==> src/bpra_pkg.sv <==
// bpra_pkg: shared types and constants for the bitmap page run allocator
// request/response structs, status and opcode codes, controller states
// no dependencies
package bpra_pkg;

	localparam int NUM_PAGES_DEF = 1024;
	localparam int MAP_BYTES_DEF = (NUM_PAGES_DEF + 7) / 8;
	localparam int MAP_AW_DEF    = $clog2(MAP_BYTES_DEF);
	localparam int PAGE_SHIFT    = 12;
	localparam int PAGE_BYTES    = 4096;
	localparam int BYTES_W       = 23;
	localparam int NEED_W        = 12;

	typedef enum logic [0:0] {
		OP_ALLOC = 1'b0,
		OP_FREE  = 1'b1
	} opcode_t;

	typedef enum logic [1:0] {
		STAT_OK      = 2'd0,
		STAT_NOSPACE = 2'd1,
		STAT_DOUBLE  = 2'd2,
		STAT_RANGE   = 2'd3
	} status_t;

	typedef struct packed {
		opcode_t       opcode;
		logic [22:0]   byte_count;
		logic [9:0]    start_page;
		logic [10:0]   page_count;
	} req_t;

	typedef struct packed {
		status_t       status;
		logic [9:0]    run_start;
	} rsp_t;

	typedef enum logic [2:0] {
		ST_CLEAR,
		ST_IDLE,
		ST_SETUP,
		ST_SCAN,
		ST_RMW,
		ST_DONE
	} state_t;

	typedef struct packed {
		logic              hit;
		logic [2:0]        pos;
		logic [NEED_W-1:0] run;
	} scan_res_t;

endpackage

==> src/bitmap_page_run_allocator.sv <==
// bitmap_page_run_allocator: first-fit page run allocator over a free-page bitmap
// controller, read-modify-write sequencing and output register
// uses bpra_pkg, bpra_map_mem, bpra_scan
//
// channel  dir  handshake             payload
// req      in   req_valid/req_stall   bpra_pkg::req_t (opcode, byte_count, start_page, page_count)
// rsp      out  rsp_valid/rsp_stall   bpra_pkg::rsp_t (status, run_start)
//
// after reset a clearing pass writes every bitmap byte to all-free, req stalled
// allocate: setup, first-fit byte scan, read-modify-write of the run's bytes; one bitmap read port
// free: setup, read-modify-write of touched bytes; zero-size and rejected requests skip to done
// one request at a time; the next is taken while the previous response waits in rsp
// rsp_stall holds the response register; a new result waits until it is free
module bitmap_page_run_allocator #(
	parameter int NUM_PAGES = bpra_pkg::NUM_PAGES_DEF
) (
	input  logic            clk,
	input  logic            arst_n,
	input  logic            req_valid,
	output logic            req_stall,
	input  bpra_pkg::req_t  req,
	output logic            rsp_valid,
	input  logic            rsp_stall,
	output bpra_pkg::rsp_t  rsp
);

	localparam int MAP_BYTES = (NUM_PAGES + 7) / 8;
	localparam int AW        = (MAP_BYTES > 1) ? $clog2(MAP_BYTES) : 1;
	localparam int CW        = AW + 1;
	localparam int PG_LOG    = $clog2(NUM_PAGES);
	localparam int POS_W     = ((PG_LOG > bpra_pkg::NEED_W) ? PG_LOG : bpra_pkg::NEED_W) + 1;
	localparam int NW        = bpra_pkg::NEED_W;
	localparam int SUM_W     = bpra_pkg::BYTES_W + 1;

	bpra_pkg::state_t    state_q, state_d;
	logic [CW-1:0]       cnt_q, cnt_d;
	logic                vld_s1;
	logic [AW-1:0]       addr_s1;
	logic [NW-1:0]       run_q, run_d;
	logic [NW-1:0]       need_q, need_d;
	logic [POS_W-1:0]    lo_q, lo_d;
	logic [POS_W-1:0]    hi_q, hi_d;
	logic                set_q, set_d;
	logic                rng_q, rng_d;
	logic                dbl_q, dbl_d;
	bpra_pkg::status_t   stat_q, stat_d;
	logic [9:0]          start_q, start_d;
	bpra_pkg::req_t      req_q, req_d;
	logic                rsp_valid_q;
	bpra_pkg::rsp_t      rsp_q;

	logic                issue;
	logic                load_rsp;
	logic                wr_en;
	logic [AW-1:0]       wr_addr;
	logic [7:0]          wr_data;
	logic [7:0]          rd_data;
	logic [7:0]          byte_mask;
	logic [7:0]          page_ok;
	logic [7:0]          new_byte;
	logic [SUM_W-1:0]    byte_sum;
	logic [NW-1:0]       need_calc;
	logic [POS_W-1:0]    end_x;
	logic                end_over;
	logic [POS_W-1:0]    last_pg;
	logic [POS_W-1:0]    first_pg;
	logic [POS_W-1:0]    hi_byte;
	bpra_pkg::scan_res_t scan;

	bpra_map_mem #(
		.DEPTH (MAP_BYTES),
		.AW    (AW)
	) u_mem (
		.clk     (clk),
		.wr_en   (wr_en),
		.wr_addr (wr_addr),
		.wr_data (wr_data),
		.rd_en   (issue),
		.rd_addr (cnt_q[AW-1:0]),
		.rd_data (rd_data)
	);

	bpra_scan u_scan (
		.free_bits (rd_data & page_ok),
		.run_in    (run_q),
		.need      (need_q),
		.res       (scan)
	);

	// per-bit page range of the byte just read
	always_comb begin
		logic [POS_W-1:0] pg;
		for (int i = 0; i < 8; i++) begin
			pg = (POS_W'(addr_s1) << 3) | POS_W'(i);
			byte_mask[i] = (pg >= lo_q) && (pg <= hi_q);
			page_ok[i]   = pg < POS_W'(NUM_PAGES);
		end
	end

	assign new_byte  = set_q ? (rd_data | byte_mask) : (rd_data & ~byte_mask);
	assign byte_sum  = SUM_W'(req_q.byte_count) + SUM_W'(bpra_pkg::PAGE_BYTES - 1);
	assign need_calc = byte_sum[bpra_pkg::PAGE_SHIFT +: NW];
	assign end_x     = POS_W'(req_q.start_page) + POS_W'(req_q.page_count);
	assign end_over  = end_x > POS_W'(NUM_PAGES);
	assign last_pg   = (POS_W'(addr_s1) << 3) + POS_W'(scan.pos);
	assign first_pg  = last_pg + POS_W'(1) - POS_W'(need_q);
	assign hi_byte   = hi_q >> 3;

	always_comb begin
		state_d  = state_q;
		cnt_d    = cnt_q;
		run_d    = run_q;
		need_d   = need_q;
		lo_d     = lo_q;
		hi_d     = hi_q;
		set_d    = set_q;
		rng_d    = rng_q;
		dbl_d    = dbl_q;
		stat_d   = stat_q;
		start_d  = start_q;
		req_d    = req_q;
		issue    = 1'b0;
		load_rsp = 1'b0;
		wr_en    = 1'b0;
		wr_addr  = addr_s1;
		wr_data  = new_byte;
		unique case (state_q)
			bpra_pkg::ST_CLEAR: begin
				wr_en   = 1'b1;
				wr_addr = cnt_q[AW-1:0];
				wr_data = '1;
				if (cnt_q == CW'(MAP_BYTES - 1)) begin
					cnt_d   = '0;
					state_d = bpra_pkg::ST_IDLE;
				end else begin
					cnt_d = cnt_q + 1'b1;
				end
			end
			bpra_pkg::ST_IDLE: begin
				if (req_valid) begin
					req_d   = req;
					state_d = bpra_pkg::ST_SETUP;
				end
			end
			bpra_pkg::ST_SETUP: begin
				start_d = '0;
				if (req_q.opcode == bpra_pkg::OP_ALLOC) begin
					need_d = need_calc;
					run_d  = '0;
					cnt_d  = '0;
					if (need_calc == '0) begin
						stat_d  = bpra_pkg::STAT_OK;
						state_d = bpra_pkg::ST_DONE;
					end else if (POS_W'(need_calc) > POS_W'(NUM_PAGES)) begin
						stat_d  = bpra_pkg::STAT_NOSPACE;
						state_d = bpra_pkg::ST_DONE;
					end else begin
						state_d = bpra_pkg::ST_SCAN;
					end
				end else begin
					set_d = 1'b1;
					dbl_d = 1'b0;
					rng_d = end_over;
					if (req_q.page_count == '0) begin
						stat_d  = bpra_pkg::STAT_OK;
						state_d = bpra_pkg::ST_DONE;
					end else if (POS_W'(req_q.start_page) >= POS_W'(NUM_PAGES)) begin
						stat_d  = bpra_pkg::STAT_RANGE;
						state_d = bpra_pkg::ST_DONE;
					end else begin
						lo_d    = POS_W'(req_q.start_page);
						hi_d    = (end_over ? POS_W'(NUM_PAGES) : end_x) - POS_W'(1);
						cnt_d   = CW'(POS_W'(req_q.start_page) >> 3);
						state_d = bpra_pkg::ST_RMW;
					end
				end
			end
			bpra_pkg::ST_SCAN: begin
				if (vld_s1 && scan.hit) begin
					lo_d    = first_pg;
					hi_d    = last_pg;
					set_d   = 1'b0;
					rng_d   = 1'b0;
					dbl_d   = 1'b0;
					start_d = first_pg[9:0];
					cnt_d   = CW'(first_pg >> 3);
					state_d = bpra_pkg::ST_RMW;
				end else if (vld_s1 && addr_s1 == AW'(MAP_BYTES - 1)) begin
					stat_d  = bpra_pkg::STAT_NOSPACE;
					state_d = bpra_pkg::ST_DONE;
				end else begin
					if (vld_s1) begin
						run_d = scan.run;
					end
					if (cnt_q < CW'(MAP_BYTES)) begin
						issue = 1'b1;
						cnt_d = cnt_q + 1'b1;
					end
				end
			end
			bpra_pkg::ST_RMW: begin
				if (vld_s1) begin
					wr_en = 1'b1;
					dbl_d = dbl_q | (set_q & (|(rd_data & byte_mask)));
				end
				if (vld_s1 && POS_W'(addr_s1) == hi_byte) begin
					if (!set_q) begin
						stat_d = bpra_pkg::STAT_OK;
					end else if (rng_q) begin
						stat_d = bpra_pkg::STAT_RANGE;
					end else if (dbl_d) begin
						stat_d = bpra_pkg::STAT_DOUBLE;
					end else begin
						stat_d = bpra_pkg::STAT_OK;
					end
					state_d = bpra_pkg::ST_DONE;
				end else if (POS_W'(cnt_q) <= hi_byte) begin
					issue = 1'b1;
					cnt_d = cnt_q + 1'b1;
				end
			end
			bpra_pkg::ST_DONE: begin
				if (!rsp_valid_q || !rsp_stall) begin
					load_rsp = 1'b1;
					state_d  = bpra_pkg::ST_IDLE;
				end
			end
			default: begin
				state_d = bpra_pkg::ST_IDLE;
			end
		endcase
	end

	always_ff @(posedge clk or negedge arst_n) begin
		if (!arst_n) begin
			state_q <= bpra_pkg::ST_CLEAR;
		end else begin
			state_q <= state_d;
		end
	end

	always_ff @(posedge clk or negedge arst_n) begin
		if (!arst_n) begin
			cnt_q       <= '0;
			vld_s1      <= 1'b0;
			rsp_valid_q <= 1'b0;
		end else begin
			cnt_q  <= cnt_d;
			vld_s1 <= issue;
			if (load_rsp) begin
				rsp_valid_q <= 1'b1;
			end else if (!rsp_stall) begin
				rsp_valid_q <= 1'b0;
			end
		end
	end

	always_ff @(posedge clk) begin
		addr_s1 <= cnt_q[AW-1:0];
		run_q   <= run_d;
		need_q  <= need_d;
		lo_q    <= lo_d;
		hi_q    <= hi_d;
		set_q   <= set_d;
		rng_q   <= rng_d;
		dbl_q   <= dbl_d;
		stat_q  <= stat_d;
		start_q <= start_d;
		req_q   <= req_d;
		if (load_rsp) begin
			rsp_q.status    <= stat_q;
			rsp_q.run_start <= start_q;
		end
	end

	assign req_stall = state_q != bpra_pkg::ST_IDLE;
	assign rsp_valid = rsp_valid_q;
	assign rsp       = rsp_q;

`ifndef NO_ASSERTIONS
	a_no_rw_same_entry: assert property (@(posedge clk) disable iff (!arst_n)
		(wr_en && issue) |-> (wr_addr != cnt_q[AW-1:0]))
		else $error("bitmap read and write hit the same entry");

	a_scan_need_legal: assert property (@(posedge clk) disable iff (!arst_n)
		(state_q == bpra_pkg::ST_SCAN && vld_s1) |->
		(need_q != '0 && POS_W'(need_q) <= POS_W'(NUM_PAGES)))
		else $error("scan running with an illegal page count");

	a_fail_start_zero: assert property (@(posedge clk) disable iff (!arst_n)
		(rsp_valid && rsp.status != bpra_pkg::STAT_OK) |-> (rsp.run_start == '0))
		else $error("failed request returned a nonzero run start");

	a_load_only_free: assert property (@(posedge clk) disable iff (!arst_n)
		load_rsp |=> rsp_valid)
		else $error("response load lost");
`endif

endmodule

==> src/bpra_map_mem.sv <==
// bpra_map_mem: free-page bitmap storage, one byte per entry
// one write port, one read port with registered read data; uses bpra_pkg
module bpra_map_mem #(
	parameter int DEPTH = bpra_pkg::MAP_BYTES_DEF,
	parameter int AW    = bpra_pkg::MAP_AW_DEF
) (
	input  logic          clk,
	input  logic          wr_en,
	input  logic [AW-1:0] wr_addr,
	input  logic [7:0]    wr_data,
	input  logic          rd_en,
	input  logic [AW-1:0] rd_addr,
	output logic [7:0]    rd_data
);

	logic [7:0] mem [DEPTH];

	always_ff @(posedge clk) begin
		if (wr_en) begin
			mem[wr_addr] <= wr_data;
		end
		if (rd_en) begin
			rd_data <= mem[rd_addr];
		end
	end

endmodule

==> src/bpra_scan.sv <==
// bpra_scan: first-fit run counter over one bitmap byte
// carries the free-run length across bytes and reports the first bit that completes it
// uses bpra_pkg
module bpra_scan (
	input  logic [7:0]                  free_bits,
	input  logic [bpra_pkg::NEED_W-1:0] run_in,
	input  logic [bpra_pkg::NEED_W-1:0] need,
	output bpra_pkg::scan_res_t         res
);

	always_comb begin
		logic [bpra_pkg::NEED_W-1:0] run;
		logic                        hit;
		logic [2:0]                  pos;
		run = run_in;
		hit = 1'b0;
		pos = '0;
		for (int i = 0; i < 8; i++) begin
			if (!hit) begin
				run = free_bits[i] ? run + 1'b1 : '0;
				if (run == need) begin
					hit = 1'b1;
					pos = 3'(i);
				end
			end
		end
		res.hit = hit;
		res.pos = pos;
		res.run = run;
	end

endmodule

==> config.mk <==
export PLATFORM = sky130hd
export DESIGN_NAME = bitmap_page_run_allocator
export DESIGN_NICKNAME = d
export VERILOG_FILES = /design/src/bpra_pkg.sv /design/src/bitmap_page_run_allocator.sv /design/src/bpra_map_mem.sv /design/src/bpra_scan.sv
export SDC_FILE = /design/constraint.sdc
export NUM_CORES = 2
export LEC_CHECK = 0
export ABC_AREA = 1
export BUFFER_PORTS_ARGS = -buffer_cell sky130_fd_sc_hd__buf_4
export CAP_MARGIN = 20
export CELL_PAD_IN_SITES_DETAIL_PLACEMENT = 1
export CELL_PAD_IN_SITES_GLOBAL_PLACEMENT = 2
export CORE_ASPECT_RATIO = 0.75
export CORE_MARGIN = 5
export CORE_UTILIZATION = 37
export DETAILED_ROUTE_END_ITERATION = 7
export GPL_TIMING_DRIVEN = 1
export PLACE_DENSITY_LB_ADDON = 0.1
export SLEW_MARGIN = 40
export SYNTH_ARGS = -nofsm -noshare
export SYNTH_HDL_FRONTEND = slang
export SYNTH_SLANG_ARGS = --single-unit
==> constraint.sdc <==
create_clock -name clk -period 13.1 [get_ports clk]
set_input_delay 1.965 -clock clk [delete_from_list [all_inputs] [get_ports clk]]
set_output_delay 1.965 -clock clk [all_outputs]
set_load 0.02 [all_outputs]
==> results.txt <==
status: completed
crit path max-delay cell type: edfxtp_1
Critical Path Sink Type: flop
Total GRT Usage: 23.94%
cts bufs inserted: 117
max-cap viol count: 0
Synth Register Bits: 1174
WS Path Type: flop to flop
Mapped Area: 0.05492 mm2
# DRC: 0
Total Nets Final: 5380
Synth Flop Type: edfxtp_1
first-pass GRT wire length: 278100 um
Static Leak: 18.00 nW
die height: 343.7 um
Critical Path AT: 12310 ps
Final Max Tran Viols: 0
skew final: 34.50 ps
Placed Instance Area: 0.05780 mm2
clock sink count: 1174
drt pass-1 iters: 5
number of H-tree levels: 3
detailed-route wire length: 191000 um
TritonCTS clock tree: yes
aggregate global routing overflow: 0
setup tns final: 0 ps
Syn Area/Cell: 10.42 um2
share of cells above drive strength 1: 11.50%
port bufs: 62
DR iter-0 viols: 3846
Vias: 40.77k
DR WL/cell: 26.01 um
Clock Tree Buf Depth: 3
RePlAce Congestion: 0.8147
core area: 0.1475 mm2
Die X: 454.9 um
Final WS setup: 1373 ps
Final Util: 41.87%
Distinct cells, synth: 63
post-synth top area share: 63.10%
die area: 0.1563 mm2
Yosys top cell by area: edfxtp_1
placed wire-length estimate: 123500 um
number of vias per cell: 5.553
required time worst endpoint: 13690 ps
Seq/Total Area, Yosys: 63.95%
min-delay worst type: flop to flop
largest cells by area after synthesis: edfxtp_1 (63%), nor2_1 (7.0%), o21ai_0 (6.4%)
relative slew slack: 33.06%
initial antenna violation count: 8
Final Setup Violations: 0
largest net degree at the start of global routing: 135
Post-synth EDFFs: 1154
Final Cell Area: 0.06175 mm2
pre-CTS WS: 692.9 ps
Routed Antenna Nets: 0
Tmin final: 11730 ps
initial core utilization: 37.24%
Most common cell on crit path: nand2_1
Worst Tran Pin Value: 1004 ps
cell count after synthesis: 5269
maximum vdd drop: 0.0001125 V
worst-skew pair later-pin latency: 760 ps
ys async rst share: 1.107%
Yosys Warn Count: 0
max incr delay on CP: 450 ps
final number of hold-violating endpoints: 0
fmax: 85.27 MHz
Critical Path Source Type: flop
Area growth syn-to-layout: 12.43%
period utilisation layout: 89.52%
RSZ-0062 raised after global routing: no
synthesized net count: 5384
critical path fanouts, max: 23
clock root buffer: clkbuf_16
# IOs: 63
vias in the first global route: 39.66k
WHS: 426.8 ps
Power Density: 120.5 mW/mm2
Core Rows: 122
clk slew on worst S/H paths: 60 ps
-- report_power, final --
| group | switching, mW | internal (mW) | total, mW |
|---|---|---|---|
| combinational | 0.00296 | 0.00888 | 0.0118 |
| sequential | 0.0000000000000000126 | 4.06 | 4.06 |
| clock | 1.51 | 1.86 | 3.36 |
-- layout by cell type (no fill, tap or decap), drive strengths merged, types with 18 or more instances in the layout --
cell / n
nand4: 95
edfxtp: 1154
xor2: 27
o22ai: 260
clkbuf: 143
nor3: 20
nand2: 724
a21oi: 68
a31oi: 18
nand3: 257
nor2: 1069
buf: 172
o21ai: 728
ha: 64
clkinv: 61
inv: 302
o221ai: 50
-- what timing repair did --
| item | CTS | global route |
|---|---|---|
| gates resized for setup | 0 | 5 |
| endpoints found under the hold margin | 0 | 0 |
| setup endpoints to repair | 0 | 17 |
| hold buffers | 0 | 0 |
| setup buffers | 0 | 2 |
-- synthesized netlist by cell type (9+ instances only) --
cell type,instances
nand3b_1,13
nor2_4,12
nand2_1,662
ha_1,64
nand3_1,229
nand2_4,13
o21ai_0,699
o21ai_1,20
nand3_2,26
nor4_1,11
buf_2,23
inv_2,13
a21oi_1,68
inv_1,286
dfrtp_1,13
nor2_1,1030
o22ai_1,260
edfxtp_1,1154
a31oi_1,18
o221ai_1,50
nor3_1,20
nand2_2,49
xor2_1,27
nand4_1,95
o211ai_1,9
clkbuf_1,249
nor2_2,27
-- worst max-delay path: cells and delay by family (launching register included) --
family | cells | cell delay, ps
DFF | 1 | 450
and+or+nand+nor | 61 | 7860
adders and majority gates | 7 | 1840
buffers and inverters | 5 | 300
AOI/OAI and AO/OA | 7 | 910
xor gates and xnor gates | 1 | 150
-- cells by family (layout without fill, tap and decap cells) --
logic type / Yosys count / count (layout) / share of synthesized area [%]
simple gates: 2197 / 2197 / 17.23
compound gates: 1197 / 1197 / 12.41
flops: 1174 / 1174 / 63.95
buf+inv: 603 / 691 / 4.370
fa+ha+maj: 66 / 66 / 1.531
xor+xnor: 31 / 31 / 0.4944
mux: 1 / 1 / 0.01823
other cells: 0 / 2 / 0
-- through the flow --
| step | std cells | total power, mW |
|---|---|---|
| 2_1_floorplan | 5269 | 4.142 |
| 3_3_place_gp | 7123 | 4.154 |
| 3_5_place_dp | 7127 | 4.154 |
| 4_1_cts | 7338 | 7.497 |
| 5_1_grt | 7341 | 7.663 |
| 6_report | 7343 | 7.438 |
-- per-layer routing --
metal	share of wire, %	GRT usage [%]	up-vias
li1	-	-	18820
met1	51	37.89	20710
met2	41	33.71	1058
met3	6.2	4.962	176
met4	1.6	4.571	2
met5	0.044	0.3983	-
-- final cells by class --
class	count	area (um2)
flip-flops and latches	1174	35140
well taps	1984	2482
multi-input cells	3492	17820
clock buffers	143	3068
inverters	308	1179
fillers	16120	85710
repair buffers	172	1400
clock inverters	68	654.4
diodes	2	5.005
-- state kept, by name, indices dropped and copies added (netlist names), 10 cells and up --
register,count
rsp,12
run_q,12
hi_q,13
start_q,10
req_q,45
lo_q,13
need_q,12
u_mem.mem,1024
-- final timing paths --
kind                       startpoint       end  slack, ps  depth (start not counted)
max reg2reg                  run_q[0]  lo_q[11]       1370                         81
max in group asynchronous      arst_n  cnt_q[0]      11820                          1
min reg2reg                start_q[5]    rsp[5]        430                          0
max                          run_q[0]  lo_q[11]       1370                         81
min in group asynchronous      arst_n  cnt_q[3]       1060                          1
min                        start_q[5]    rsp[5]        430                          0
(Power assumes the default switching activity.)
